--- src/rtl/psa_pkg.sv ---
`default_nettype none

package psa_pkg;

  localparam int unsigned WAIT_W = 5;
  localparam logic [7:0]  CAP_RESET = 8'd1;

  // Request field values
  localparam logic REQ_ACQUIRE = 1'b0;
  localparam logic REQ_RELEASE = 1'b1;

  typedef struct packed {
    logic               req_type;
    logic signed [15:0] priority_req;
    logic [7:0]         requester_tag;
  } psa_in_t;

  typedef struct packed {
    logic              grant_valid;
    logic [7:0]        grant_tag;
    logic              queued;
    logic              rejected;
    logic              release_ignored;
    logic [7:0]        busy_count;
    logic [WAIT_W-1:0] waiting_count;
  } psa_out_t;

  typedef enum logic {
    ST_IDLE,
    ST_EXEC
  } psa_state_t;

  // Controller to datapath
  typedef struct packed {
    logic load_in;
    logic exec;
    logic grant_now;
    logic enqueue;
    logic reject;
    logic grant_head;
    logic slot_dec;
    logic ignore;
  } psa_cmd_t;

  // Datapath to controller
  typedef struct packed {
    logic is_release;
    logic slot_free;
    logic q_full;
    logic q_empty;
    logic none_busy;
  } psa_stat_t;

endpackage

`default_nettype wire

--- src/rtl/psa_ctrl.sv ---
`default_nettype none

module psa_ctrl (
  input  wire logic               clk,
  input  wire logic               rst_n,
  input  wire logic               start,
  input  wire psa_pkg::psa_stat_t stat,
  output psa_pkg::psa_cmd_t       cmd,
  output logic                    busy
);
  import psa_pkg::*;

  psa_state_t state_r;
  psa_state_t state_nxt;

  always_ff @(posedge clk) begin
    if (!rst_n) begin
      state_r <= ST_IDLE;
    end else begin
      state_r <= state_nxt;
    end
  end

  always_comb begin
    state_nxt = state_r;
    unique case (state_r)
      ST_IDLE: begin
        if (start) begin
          state_nxt = ST_EXEC;
        end
      end
      ST_EXEC: begin
        state_nxt = ST_IDLE;
      end
      default: begin
        state_nxt = ST_IDLE;
      end
    endcase
  end

  always_comb begin
    cmd  = '0;
    busy = 1'b0;
    unique case (state_r)
      ST_IDLE: begin
        cmd.load_in = start;
      end
      ST_EXEC: begin
        busy     = 1'b1;
        cmd.exec = 1'b1;
        // pick exactly one action from the latched transaction
        priority if (!stat.is_release) begin
          priority if (stat.slot_free) begin
            cmd.grant_now = 1'b1;
          end else if (stat.q_full) begin
            cmd.reject = 1'b1;
          end else begin
            cmd.enqueue = 1'b1;
          end
        end else begin
          priority if (stat.none_busy) begin
            cmd.ignore = 1'b1;
          end else if (!stat.q_empty) begin
            cmd.grant_head = 1'b1;
          end else begin
            cmd.slot_dec = 1'b1;
          end
        end
      end
      default: begin
        busy = 1'b0;
      end
    endcase
  end

endmodule

`default_nettype wire

--- src/rtl/psa_datapath.sv ---
`default_nettype none

module psa_datapath #(
  parameter int unsigned QUEUE_DEPTH = 16
) (
  input  wire logic               clk,
  input  wire logic               rst_n,
  input  wire psa_pkg::psa_in_t   in_data,
  input  wire logic               cfg_we,
  input  wire logic [7:0]         cfg_wdata,
  input  wire psa_pkg::psa_cmd_t  cmd,
  output psa_pkg::psa_stat_t      stat,
  output logic                    out_valid,
  output psa_pkg::psa_out_t       out_data
);
  import psa_pkg::*;

  localparam int unsigned CW = $clog2(QUEUE_DEPTH + 1);

  psa_in_t            in_r;
  logic [7:0]         cap_r;
  logic [7:0]         slots_r;
  logic [7:0]         slots_nxt;
  logic [CW-1:0]      count_r;
  logic [CW-1:0]      count_nxt;
  logic signed [15:0] prio_r [QUEUE_DEPTH];
  logic [7:0]         tag_r  [QUEUE_DEPTH];
  logic [QUEUE_DEPTH-1:0] stay;
  logic               out_valid_r;
  psa_out_t           out_r;
  psa_out_t           out_nxt;
  logic [CW+WAIT_W-1:0] count_ext;

  // hold the transaction while the controller works on it
  always_ff @(posedge clk) begin
    if (cmd.load_in) begin
      in_r <= in_data;
    end
  end

  always_ff @(posedge clk) begin
    if (!rst_n) begin
      cap_r <= CAP_RESET;
    end else if (cfg_we) begin
      cap_r <= cfg_wdata;
    end
  end

  assign stat.is_release = (in_r.req_type == REQ_RELEASE);
  assign stat.slot_free  = (slots_r < cap_r);
  assign stat.q_full     = (count_r == CW'(QUEUE_DEPTH));
  assign stat.q_empty    = (count_r == '0);
  assign stat.none_busy  = (slots_r == 8'd0);

  // a cell keeps its entry if it is occupied and not ranked after the newcomer
  always_comb begin
    for (int i = 0; i < QUEUE_DEPTH; i++) begin
      stay[i] = (CW'(i) < count_r) && (prio_r[i] <= in_r.priority_req);
    end
  end

  // shift-insert row: insert, pop head, or hold
  always_ff @(posedge clk) begin
    for (int i = 0; i < QUEUE_DEPTH; i++) begin
      if (cmd.enqueue && !stay[i]) begin
        if (i == 0) begin
          prio_r[i] <= in_r.priority_req;
          tag_r[i]  <= in_r.requester_tag;
        end else if (stay[i-1]) begin
          prio_r[i] <= in_r.priority_req;
          tag_r[i]  <= in_r.requester_tag;
        end else begin
          prio_r[i] <= prio_r[i-1];
          tag_r[i]  <= tag_r[i-1];
        end
      end else if (cmd.grant_head && (i < QUEUE_DEPTH - 1)) begin
        prio_r[i] <= prio_r[i+1];
        tag_r[i]  <= tag_r[i+1];
      end
    end
  end

  always_comb begin
    slots_nxt = slots_r;
    count_nxt = count_r;
    if (cmd.grant_now) begin
      slots_nxt = slots_r + 8'd1;
    end
    if (cmd.slot_dec) begin
      slots_nxt = slots_r - 8'd1;
    end
    if (cmd.enqueue) begin
      count_nxt = count_r + CW'(1);
    end
    if (cmd.grant_head) begin
      count_nxt = count_r - CW'(1);
    end
  end

  always_ff @(posedge clk) begin
    if (!rst_n) begin
      slots_r <= 8'd0;
      count_r <= '0;
    end else if (cmd.exec) begin
      slots_r <= slots_nxt;
      count_r <= count_nxt;
    end
  end

  assign count_ext = {{WAIT_W{1'b0}}, count_nxt};

  always_comb begin
    out_nxt                 = '0;
    out_nxt.grant_valid     = cmd.grant_now | cmd.grant_head;
    out_nxt.queued          = cmd.enqueue;
    out_nxt.rejected        = cmd.reject;
    out_nxt.release_ignored = cmd.ignore;
    out_nxt.busy_count      = slots_nxt;
    out_nxt.waiting_count   = count_ext[WAIT_W-1:0];
    if (cmd.grant_now) begin
      out_nxt.grant_tag = in_r.requester_tag;
    end else if (cmd.grant_head) begin
      out_nxt.grant_tag = tag_r[0];
    end
  end

  always_ff @(posedge clk) begin
    if (cmd.exec) begin
      out_r <= out_nxt;
    end
  end

  always_ff @(posedge clk) begin
    if (!rst_n) begin
      out_valid_r <= 1'b0;
    end else begin
      out_valid_r <= cmd.exec;
    end
  end

  assign out_valid = out_valid_r;
  assign out_data  = out_r;

endmodule

`default_nettype wire

--- src/rtl/priority_slot_arbiter_top.sv ---
// Priority slot arbiter: a counting semaphore guarding slot_capacity slots,
// with a sorted wait queue of QUEUE_DEPTH entries. Pulse start with a
// transaction on in_data while busy is low; it is taken at that edge. The
// transaction is latched in the idle state and resolved in the execute state,
// when the counters and the shift-insert queue row update together; its result
// appears on out_data with out_valid high for exactly one cycle after that.
// busy is high during the execute state and low again in the cycle that
// shows the result, so a new start can be taken at the same edge the result
// is taken; a new transaction is not taken while one is still being resolved.
// There is no back-pressure on the result side: sample out_data whenever
// out_valid is high. Write slot_capacity through cfg_we/cfg_wdata only while
// the block is idle; it resets to one.
`default_nettype none

module priority_slot_arbiter_top #(
  parameter int unsigned QUEUE_DEPTH = 16
) (
  input  wire logic             clk,
  input  wire logic             rst_n,
  // transaction input
  input  wire logic             start,
  output logic                  busy,
  input  wire psa_pkg::psa_in_t in_data,
  // result strobe
  output logic                  out_valid,
  output psa_pkg::psa_out_t     out_data,
  // capacity register
  input  wire logic             cfg_we,
  input  wire logic [7:0]       cfg_wdata
);
  import psa_pkg::*;

  psa_cmd_t  cmd;
  psa_stat_t stat;

  // sequence: idle, then an execute state per transaction
  psa_ctrl u_ctrl (
    .clk   (clk),
    .rst_n (rst_n),
    .start (start),
    .stat  (stat),
    .cmd   (cmd),
    .busy  (busy)
  );

  // counters, capacity register, sorted queue row and result register
  psa_datapath #(
    .QUEUE_DEPTH (QUEUE_DEPTH)
  ) u_dp (
    .clk       (clk),
    .rst_n     (rst_n),
    .in_data   (in_data),
    .cfg_we    (cfg_we),
    .cfg_wdata (cfg_wdata),
    .cmd       (cmd),
    .stat      (stat),
    .out_valid (out_valid),
    .out_data  (out_data)
  );

endmodule

`default_nettype wire

--- config.mk ---
export PLATFORM = sky130hd
export DESIGN_NAME = priority_slot_arbiter_top
export DESIGN_NICKNAME = d
export VERILOG_FILES = /design/src/rtl/psa_pkg.sv /design/src/rtl/psa_ctrl.sv /design/src/rtl/psa_datapath.sv /design/src/rtl/priority_slot_arbiter_top.sv
export SDC_FILE = /design/constraint.sdc
export NUM_CORES = 1
export LEC_CHECK = 0
export BUFFER_PORTS_ARGS = -buffer_cell sky130_fd_sc_hd__buf_2
export CORE_MARGIN = 2
export CORE_UTILIZATION = 50
export DETAILED_ROUTE_END_ITERATION = 7
export GPL_ROUTABILITY_DRIVEN = 1
export PLACE_DENSITY = 0.69
export SLEW_MARGIN = 0
export SYNTH_ARGS = -nofsm -noshare
export SYNTH_HDL_FRONTEND = slang
export SYNTH_SLANG_ARGS = --single-unit
export TNS_END_PERCENT = 100
--- constraint.sdc ---
create_clock -name clk -period 4.45 [get_ports clk]
set_input_delay 0.89 -clock clk [delete_from_list [all_inputs] [get_ports clk]]
set_output_delay 0.89 -clock clk [all_outputs]
set_load 0.1 [all_outputs]
# [Word-level counts from Yosys, hierarchy flattened]
# Memories as Yosys holds them, arrays and structs flattened.
# Index checks and enable logic that the tools add are counted.
[totals] elab_cells=373 memories=2 ram_bits=384 inputBits=37 register_bits=73
[classes] n_reduce_logical=52 order_cmp=33 n_addsub=4 mux=204 eq_ne=1 n_bitwise=62
[mem_list] name="u_dp.prio_r" words=16 word_bits=16 read_ports=16 rd_ports_with_merged_regs=0 wr=16 line="psa_datapath.sv:26" text="logic signed [15:0] prio_r [QUEUE_DEPTH];"
[mem_list] name="u_dp.tag_r" words=16 word_bits=8 read_ports=16 rd_ports_with_merged_regs=0 wr=16 line="psa_datapath.sv:27" text="logic [7:0] tag_r [QUEUE_DEPTH];"
[op_table] operator="16-bit two-way mux" n=30
[op_table] operator="8-bit two-way mux" n=34
[op_table] operator="16-bit <= comparator" n=16
[op_table] operator="1-bit two-way mux" n=132
[op_table] operator="1-bit bitwise OR" n=61
[op_table] operator="4-bit by 5-bit less-than comparator with 1-bit output (first input constant)" n=8
[op_table] operator="1-bit logical AND" n=32
[op_table] operator="3-bit by 5-bit less-than comparator with 1-bit output (first input constant)" n=4
[op_table] operator="1-bit logical NOT" n=16
[op_table] operator="1-bit by 5-bit less-than comparator with 1-bit output (first input constant)" n=2
[op_table] operator="2-bit by 5-bit less-than comparator with 1-bit output (first input constant)" n=2
[op_table] operator="5-bit two-way mux" n=2
[op_table] operator="8-bit by 1-bit adder with 8-bit output (second input constant)" n=1
[op_table] operator="8-bit logical NOT" n=1
[op_table] operator="8-bit less-than comparator" n=1
[op_table] operator="8-bit by 1-bit subtractor with 8-bit output (second input constant)" n=1
[op_table] operator="7-bit two-way mux" n=1
[op_table] operator="3-bit two-way mux" n=2
[op_table] operator="5-bit by 1-bit adder with 5-bit output (second input constant)" n=1
[op_table] operator="5-bit == test (second input constant)" n=1
[op_table] operator="5-bit logical NOT" n=1
[op_table] operator="5-bit by 1-bit subtractor with 5-bit output (second input constant)" n=1
[op_table] operator="2-bit two-way mux" n=2
[op_table] operator="3-bit OR reduction" n=1
[op_table] operator="3 further kinds" n=3

# [Longest topological paths before layout]
# Gate-level depths: netlist of the first run.
[logic_depth] ltp_word=10 depth_mapped=15 ltp_nobuf=12

# [Hierarchy]
# Synthesis of the first run repeated with hierarchy kept, for this count alone.
[unflattened] hier_cells=2349 hier_area_um2=27476.4
[by_module_without_submodules] module="psa_datapath" seq_area_each_um2=13472.9 cells_per_inst=2338 instances=1 area_per_inst_um2=27361.2
[by_module_without_submodules] module="psa_ctrl" seq_area_each_um2=20.0 cells_per_inst=11 instances=1 area_per_inst_um2=115.1

# [Worst setup path after synthesis of the first run]
# Ideal clock, no wire load.
[synth_path] path_kind="flip-flop to flip-flop" from="reg u_dp.in_r[23] (netlist bit)" to="mem u_dp.prio_r[7][0], in the netlist u_dp.prio_r[0][112] (enable)" stages_incl_launch_ff=9 path_slack_ns=-0.401 required_ns=4.012 setup_ns=0.438 arrival_time_ns=4.413 synth_period_minus_slack_ns=4.851 path_cell_list="edfxtp_1 clkinv_1 ha_1 nand4_1 or4_1 a21o_1 and4b_1 o32a_1 o21ai_0"
[synth_lines] item="start: declaration" line="psa_datapath.sv:20" text="psa_in_t in_r;"
[synth_lines] item="start signal: assignment" line="psa_datapath.sv:37" text="in_r <= in_data;"
[synth_lines] item="end: declaration" line="psa_datapath.sv:26"

==> flow_summary.yaml, run 1 <==
detailed_routing:
  dr_total_vias: 20630
  drtIter0Drc: 2098
  drc: 0
  drtAntennaViolNets: 0
  wire_per_inst_um: 22.94
  vias_per_cell: 6.522
  drt-total-wl_um: 72570
  drtPass1Iterations: 6
floorplanning:
  io_pins: 64
  design.core.area_mm2: 0.05276
  die_y_um: 235.6
  start_util_pct: 50.84
  die_x_um: 235.6
  dieArea_mm2: 0.05551
  rows: 84
finish:
  num_antenna_cells: 0
  layout.nets: 2742
  synthToLayoutAreaGrowth_pct: 11.50
  final_common_cell: "edfxtp_1"
  layout-drive-gt1-share_pct: 11.68
  mostFrequentLayoutCells: "434 x edfxtp_1, 293 x nand2_1, 269 x ha_1"
  layout.cells.non_filler: 3163
global_route:
  grt_max_degree: 122
  grt_first_pass_wirelength_um: 112300
  use_met1_pct: 35.28
  grt_usage_pct: 25.67
  grt.busiest_layer: "met2"
  grt_pass1_vias: 19450
  grt_overflow: 0
  met2_usage_pct: 42.15
  globalRouteMet3Util_pct: 3.436
  antenna_found_initial: 0
clocking:
  cts_tree: "done"
  post_cts_resized: 0
  numCtsBuffers: 51
  clock_latency_ns: 0.62
  path_clk_slew_ns: 0.06
  htreeDepth: 2
  cts_root_buf: "clkbuf_16"
  clock_path_buffers: 3
  cts.hold.buffers_added: 0
  post-cts-setup-buffers: 0
  cts.sinks: 457
sta:
  rsz0062_at_grt: "no"
  slew_headroom_pct: 25.24
  worst_slew_pin_slew_ns: 1.121
  fin_crit_sh_pct: 93.65
  slew_violations: 0
  setup_viol: 0
  skew_ns: 0.02713
  max_freq_mhz: 240.0
  hold_viol_final: 0
  fin_crit_ns: 4.167
synthesis:
  yosysTopAreaCell: "edfxtp_1"
  synth.distinct_cells: 69
  synth-async-reset-ratio_pct: 0
  synth_top_area_share_pct: 48.59
  syn_inst: 2374
  ys_ff_latch: 457
  yosysWarnings: 0
  synth_ff_type: "edfxtp_1"
  syn_nets: 2680
  synth_edf_count: 434
  ys_seq_area_share_pct: 50.31
  avgSynthCellArea_um2: 11.30
  syn_area_mm2: 0.02682
  synthTopCellsByArea: "edfxtp_1 49%, ha_1 13%, nand2_1 4.1%, a22oi_1 4.1%, a21o_1 2.9%"
setup_path:
  critical_path_buf_inv_count: 3
  crit_top_cell: "buf_4"
  arrival_ns: 4.63
  cp.required_ns: 4.92
  critical-path-slowest-cell: "nor4_1"
  crit_family: "simple AND/OR/NAND/NOR gates"
  crit_type: "reg -> reg"
  path_cells: "clkinv_1, buf_4, ha_1, nand4_1, nor4_1, a21boi_0, o21bai_1, a31oi_1, nor2_2, buf_4, nor2_1, a221o_1"
  cp-start-kind: "flip-flop"
  cp-end-kind: "flip-flop"
  critPathMaxFanout: 15
  critical_path.max_stage_delay_ns: 0.56
place:
  dp_cells: 3071
  dp.final_hpwl_um: 53960
  place.gp.congestion: 0.9102
  portBuffers: 63
power:
  total_power_mw: 10.19
  max-vdd-ir-drop_uv: 282.1
  power.density_mw_per_mm2: 340.8
  p_leak_nw: 11.04
job:
  cap_violations: 0
hold_path:
  hold_path_class: "in -> reg"
outcome:
  status: "finished, final reports clean"
[through the flow]
step / util, % / hold WS, ns / cell area, µm² / worst slack, ns / setup TNS [ns]
6_report: 56.68 / 0.4541 / 29910 / 0.2826 / 0
5_1_grt: 56.68 / 0.4349 / 29910 / 0.02224 / 0
4_1_cts: 56.68 / 0.4250 / 29910 / 0.2911 / 0
3_5_place_dp: 53.61 / 0.4675 / 28290 / 0.3168 / 0
3_3_place_gp: 53.61 / 0.4735 / 28290 / 0.3519 / 0
2_1_floorplan: - / 0.4428 / 26820 / -0.3538 / -59.44
[final cells by class]
cell class,instances,area (µm²)
Clock buffer,63,1343
Tap cell,688,860.8
Clock inverter,29,276.5
Timing Repair Buffer,156,1064
Sequential cell,457,13490
Multi-Input combinational cell,1711,12650
Inverter,59,221.5
Fill cell,4355,22850
[sequential cells by signal (all words and copies together) (netlist names)]
name            count
u_dp.cap_r          8
u_dp.prio_r       256
u_dp.slots_r        8
u_dp.out_valid      1
u_ctrl.state_r      1
u_dp.tag_r        128
u_dp.out_data      25
u_dp.in_r          24
u_dp.count_r        5
u_dp.stat           1
[layer usage]
layer / vias up / share of wire (%)
li1: 9585 / -
met1: 10130 / 43
met2: 781 / 47
met3: 131 / 6.4
met4: 0 / 3.1
met5: - / 0
[logic make-up after synthesis]
family | share of synthesized area [%]
fa+ha+maj | 12.55
mux | 1.306
compound gates | 22.46
flops | 50.31
simple gates | 10.08
buf+inv | 3.013
xor+xnor | 0.2939
[report_power, final]
part           switching [mW]  total, mW  internal [mW]
Sequential              0.105       4.96           4.85
Clock                    1.78       4.20           2.42
Combinational           0.643       1.04          0.394
Total                    2.52       10.2           7.67
[synthesized netlist by cell type, drive strengths merged (5+ instances only)]
library cell / n
edfxtp: 434
nand2: 293
ha: 269
a22oi: 146
clkbuf: 122
o21ai: 115
a21o: 105
a21oi: 83
a22o: 81
o31ai: 70
o211ai: 64
nor2: 61
nor3: 50
nand4: 48
a221o: 46
inv: 44
o311ai: 31
nor2b: 28
buf: 25
nand3: 25
mux2: 24
dfxtp: 23
and2: 15
clkinv: 15
a211oi: 11
o21a: 11
a31oi: 10
and4: 9
nand2b: 9
nor4: 9
mux2i: 8
a21boi: 7
or3: 7
or4: 7
xnor2: 7
and3: 6
a221oi: 5
o221ai: 5
[final timing paths]
path | slack (ns) | to | cells after the start | startpoint
max | 0.28 | u_dp.prio_r[1][48] | 12 | u_dp.in_r[21]
min | 0.45 | u_dp.in_r[1] | 1 | in_data[1]
max reg2reg | 0.28 | u_dp.prio_r[1][48] | 12 | u_dp.in_r[21]
min reg2reg | 0.48 | u_dp.cap_r[0] | 2 | u_dp.cap_r[0]
Power figures use the tool's default switching activity.
==> run 2, diff against run 1 <==
Settings changed: CORE_ASPECT_RATIO from default to 1.25.
==> run 2 against run 1 <==
Effect of this change:
- clock-buffer cell count shrank 1
- die area is essentially flat
- clock power shrank 6.9%
- critical path type unchanged
- largest power group unchanged
==> flow_summary.yaml, run 2 (same netlist as run 1, synthesis figures left out) <==
sta:
  setup_viol: 0
  fin_crit_sh_pct: 93.12
  rsz0062_at_grt: "no"
  whs_ns: 0.4616
  hold_viol_final: 0
  postLayoutSetupSlackWorst_ns: 0.3060
  slew_violations: 0
  max_freq_mhz: 241.3
  fin_crit_ns: 4.144
  skew_ns: 0.03883
  worst_slew_pin_slew_ns: 1.052
  slew_headroom_pct: 29.87
floorplanning:
  die_x_um: 211.2
  dieArea_mm2: 0.05552
  rows: 94
  io_pins: 64
  start_util_pct: 50.79
  design.core.area_mm2: 0.05281
  die_y_um: 263.0
finish:
  num_antenna_cells: 0
  mostFrequentLayoutCells: "434 x edfxtp_1, 293 x nand2_1, 269 x ha_1"
  layout.cells.non_filler: 3135
  synthToLayoutAreaGrowth_pct: 10.96
  regArea_mm2: 0.01349
  top_register: "u_dp.prio_r"
  final_common_cell: "edfxtp_1"
  layout.nets: 2733
  layout-drive-gt1-share_pct: 11.25
  fillers: 4336
  multi_input_area_mm2: 0.01266
  largest_reg_flops: 256
setup_path:
  cp.required_ns: 4.78
  timing.rr.start: "u_dp.in_r[22]"
  startpoint: "u_dp.in_r[22]"
  crit_type: "reg -> reg"
  cp-end-kind: "flip-flop"
  cp-start-kind: "flip-flop"
  arrival_ns: 4.48
  critPathMaxFanout: 25
place:
  dp.final_hpwl_um: 55020
  dp_slack_ns: -0.2207
  portBuffers: 63
  dp_cells: 3049
  place.gp.congestion: 0.9223
clocking:
  post-cts-setup-buffers: 0
  cts_root_buf: "clkbuf_16"
  path_clk_slew_ns: 0.06
  cts.sinks: 457
  post_cts_resized: 1
  clock_latency_ns: 0.61
  numCtsBuffers: 48
  htreeDepth: 2
  cts.hold.buffers_added: 0
  clock_path_buffers: 3
  cts_tree: "done"
detailed_routing:
  dr_total_vias: 20650
  drtPass1Iterations: 5
  drtIter0Drc: 1894
  vias_per_cell: 6.587
  wire_per_inst_um: 23.37
  drc: 0
  drtAntennaViolNets: 0
  drt-total-wl_um: 73260
global_route:
  grt_usage_pct: 26.41
  grt_first_pass_wirelength_um: 115400
  grt_overflow: 0
  grt_pass1_vias: 20660
  grt_max_degree: 177
  antenna_found_initial: 0
power:
  p_leak_nw: 10.94
  max-vdd-ir-drop_uv: 285.9
  total_power_mw: 9.916
  power.density_mw_per_mm2: 333.2
hold_path:
  hp-start: "in_data[11]"
  hold_path_class: "in -> reg"
job:
  cap_violations: 0
outcome:
  status: "finished, final reports clean"
==> run 2: cell types whose count changed in the layout (fill, tap and decap cells not counted), sizes merged <==
cell,delta
clkinv,-2
bufinv,-3
clkbuf,-1
buf,-6
==> run 2: metrics by stage <==
step	utilization (%)	cell area, µm²	setup TNS [ns]
final	56.36	29760	0
after detailed placement	53.53	28270	-2.562
after global placement	53.53	28270	-0.1184
after CTS	56.33	29750	0
after global routing	56.36	29760	0
after floorplan	-	26820	-59.44
==> run 2: worst paths after layout <==
path                                          end  slack, ns  depth (start not counted)
worst max-delay path            u_dp.tag_r[0][20]       0.31                         11
worst min-delay path                u_dp.in_r[11]       0.46                          1
worst max register to register  u_dp.tag_r[0][20]       0.31                         11
worst min register to register      u_dp.cap_r[0]       0.49                          2
==> run 2: report_power, final <==
| part | leakage, nW | switching [mW] | internal, mW |
|---|---|---|---|
| combinational | 6.10 | 0.652 | 0.398 |
| sequential | 4.13 | 0.102 | 4.85 |
| clock | 0.719 | 1.74 | 2.17 |
==> run 2: layer usage <==
layer / part of all wire (%) / global-route usage (%) / vias up / wire length (µm)
met5: 0 / 0 / - / 0
met4: 5.4 / 14.03 / 0 / 3957
met3: 5.6 / 3.334 / 182 / 4130
met2: 49 / 44.29 / 739 / 35990
met1: 40 / 33.23 / 10170 / 29180
li1: - / - / 9561 / -
==> run 2: cell type report <==
class,instances,share of cell area [%]
Clock buffer,62,4.355
Tap cell,672,2.825
Timing Repair Buffer,150,3.590
Clock inverter,24,0.5970
Inverter,59,0.7441
Multi-Input combinational cell,1711,42.55
Sequential cell,457,45.34
==> run 2: critical path, stage by stage, from the launching register on <==
cell,delay (ns)
edfxtp_1,0.45
clkinv_1,0.29
buf_4,0.29
ha_1,0.32
nand3_1,0.13
or4_1,0.62
a21o_1,0.19
a31oi_1,0.17
o31ai_1,0.16
nor2_2,0.73
buf_4,0.39
o21ai_0,0.14
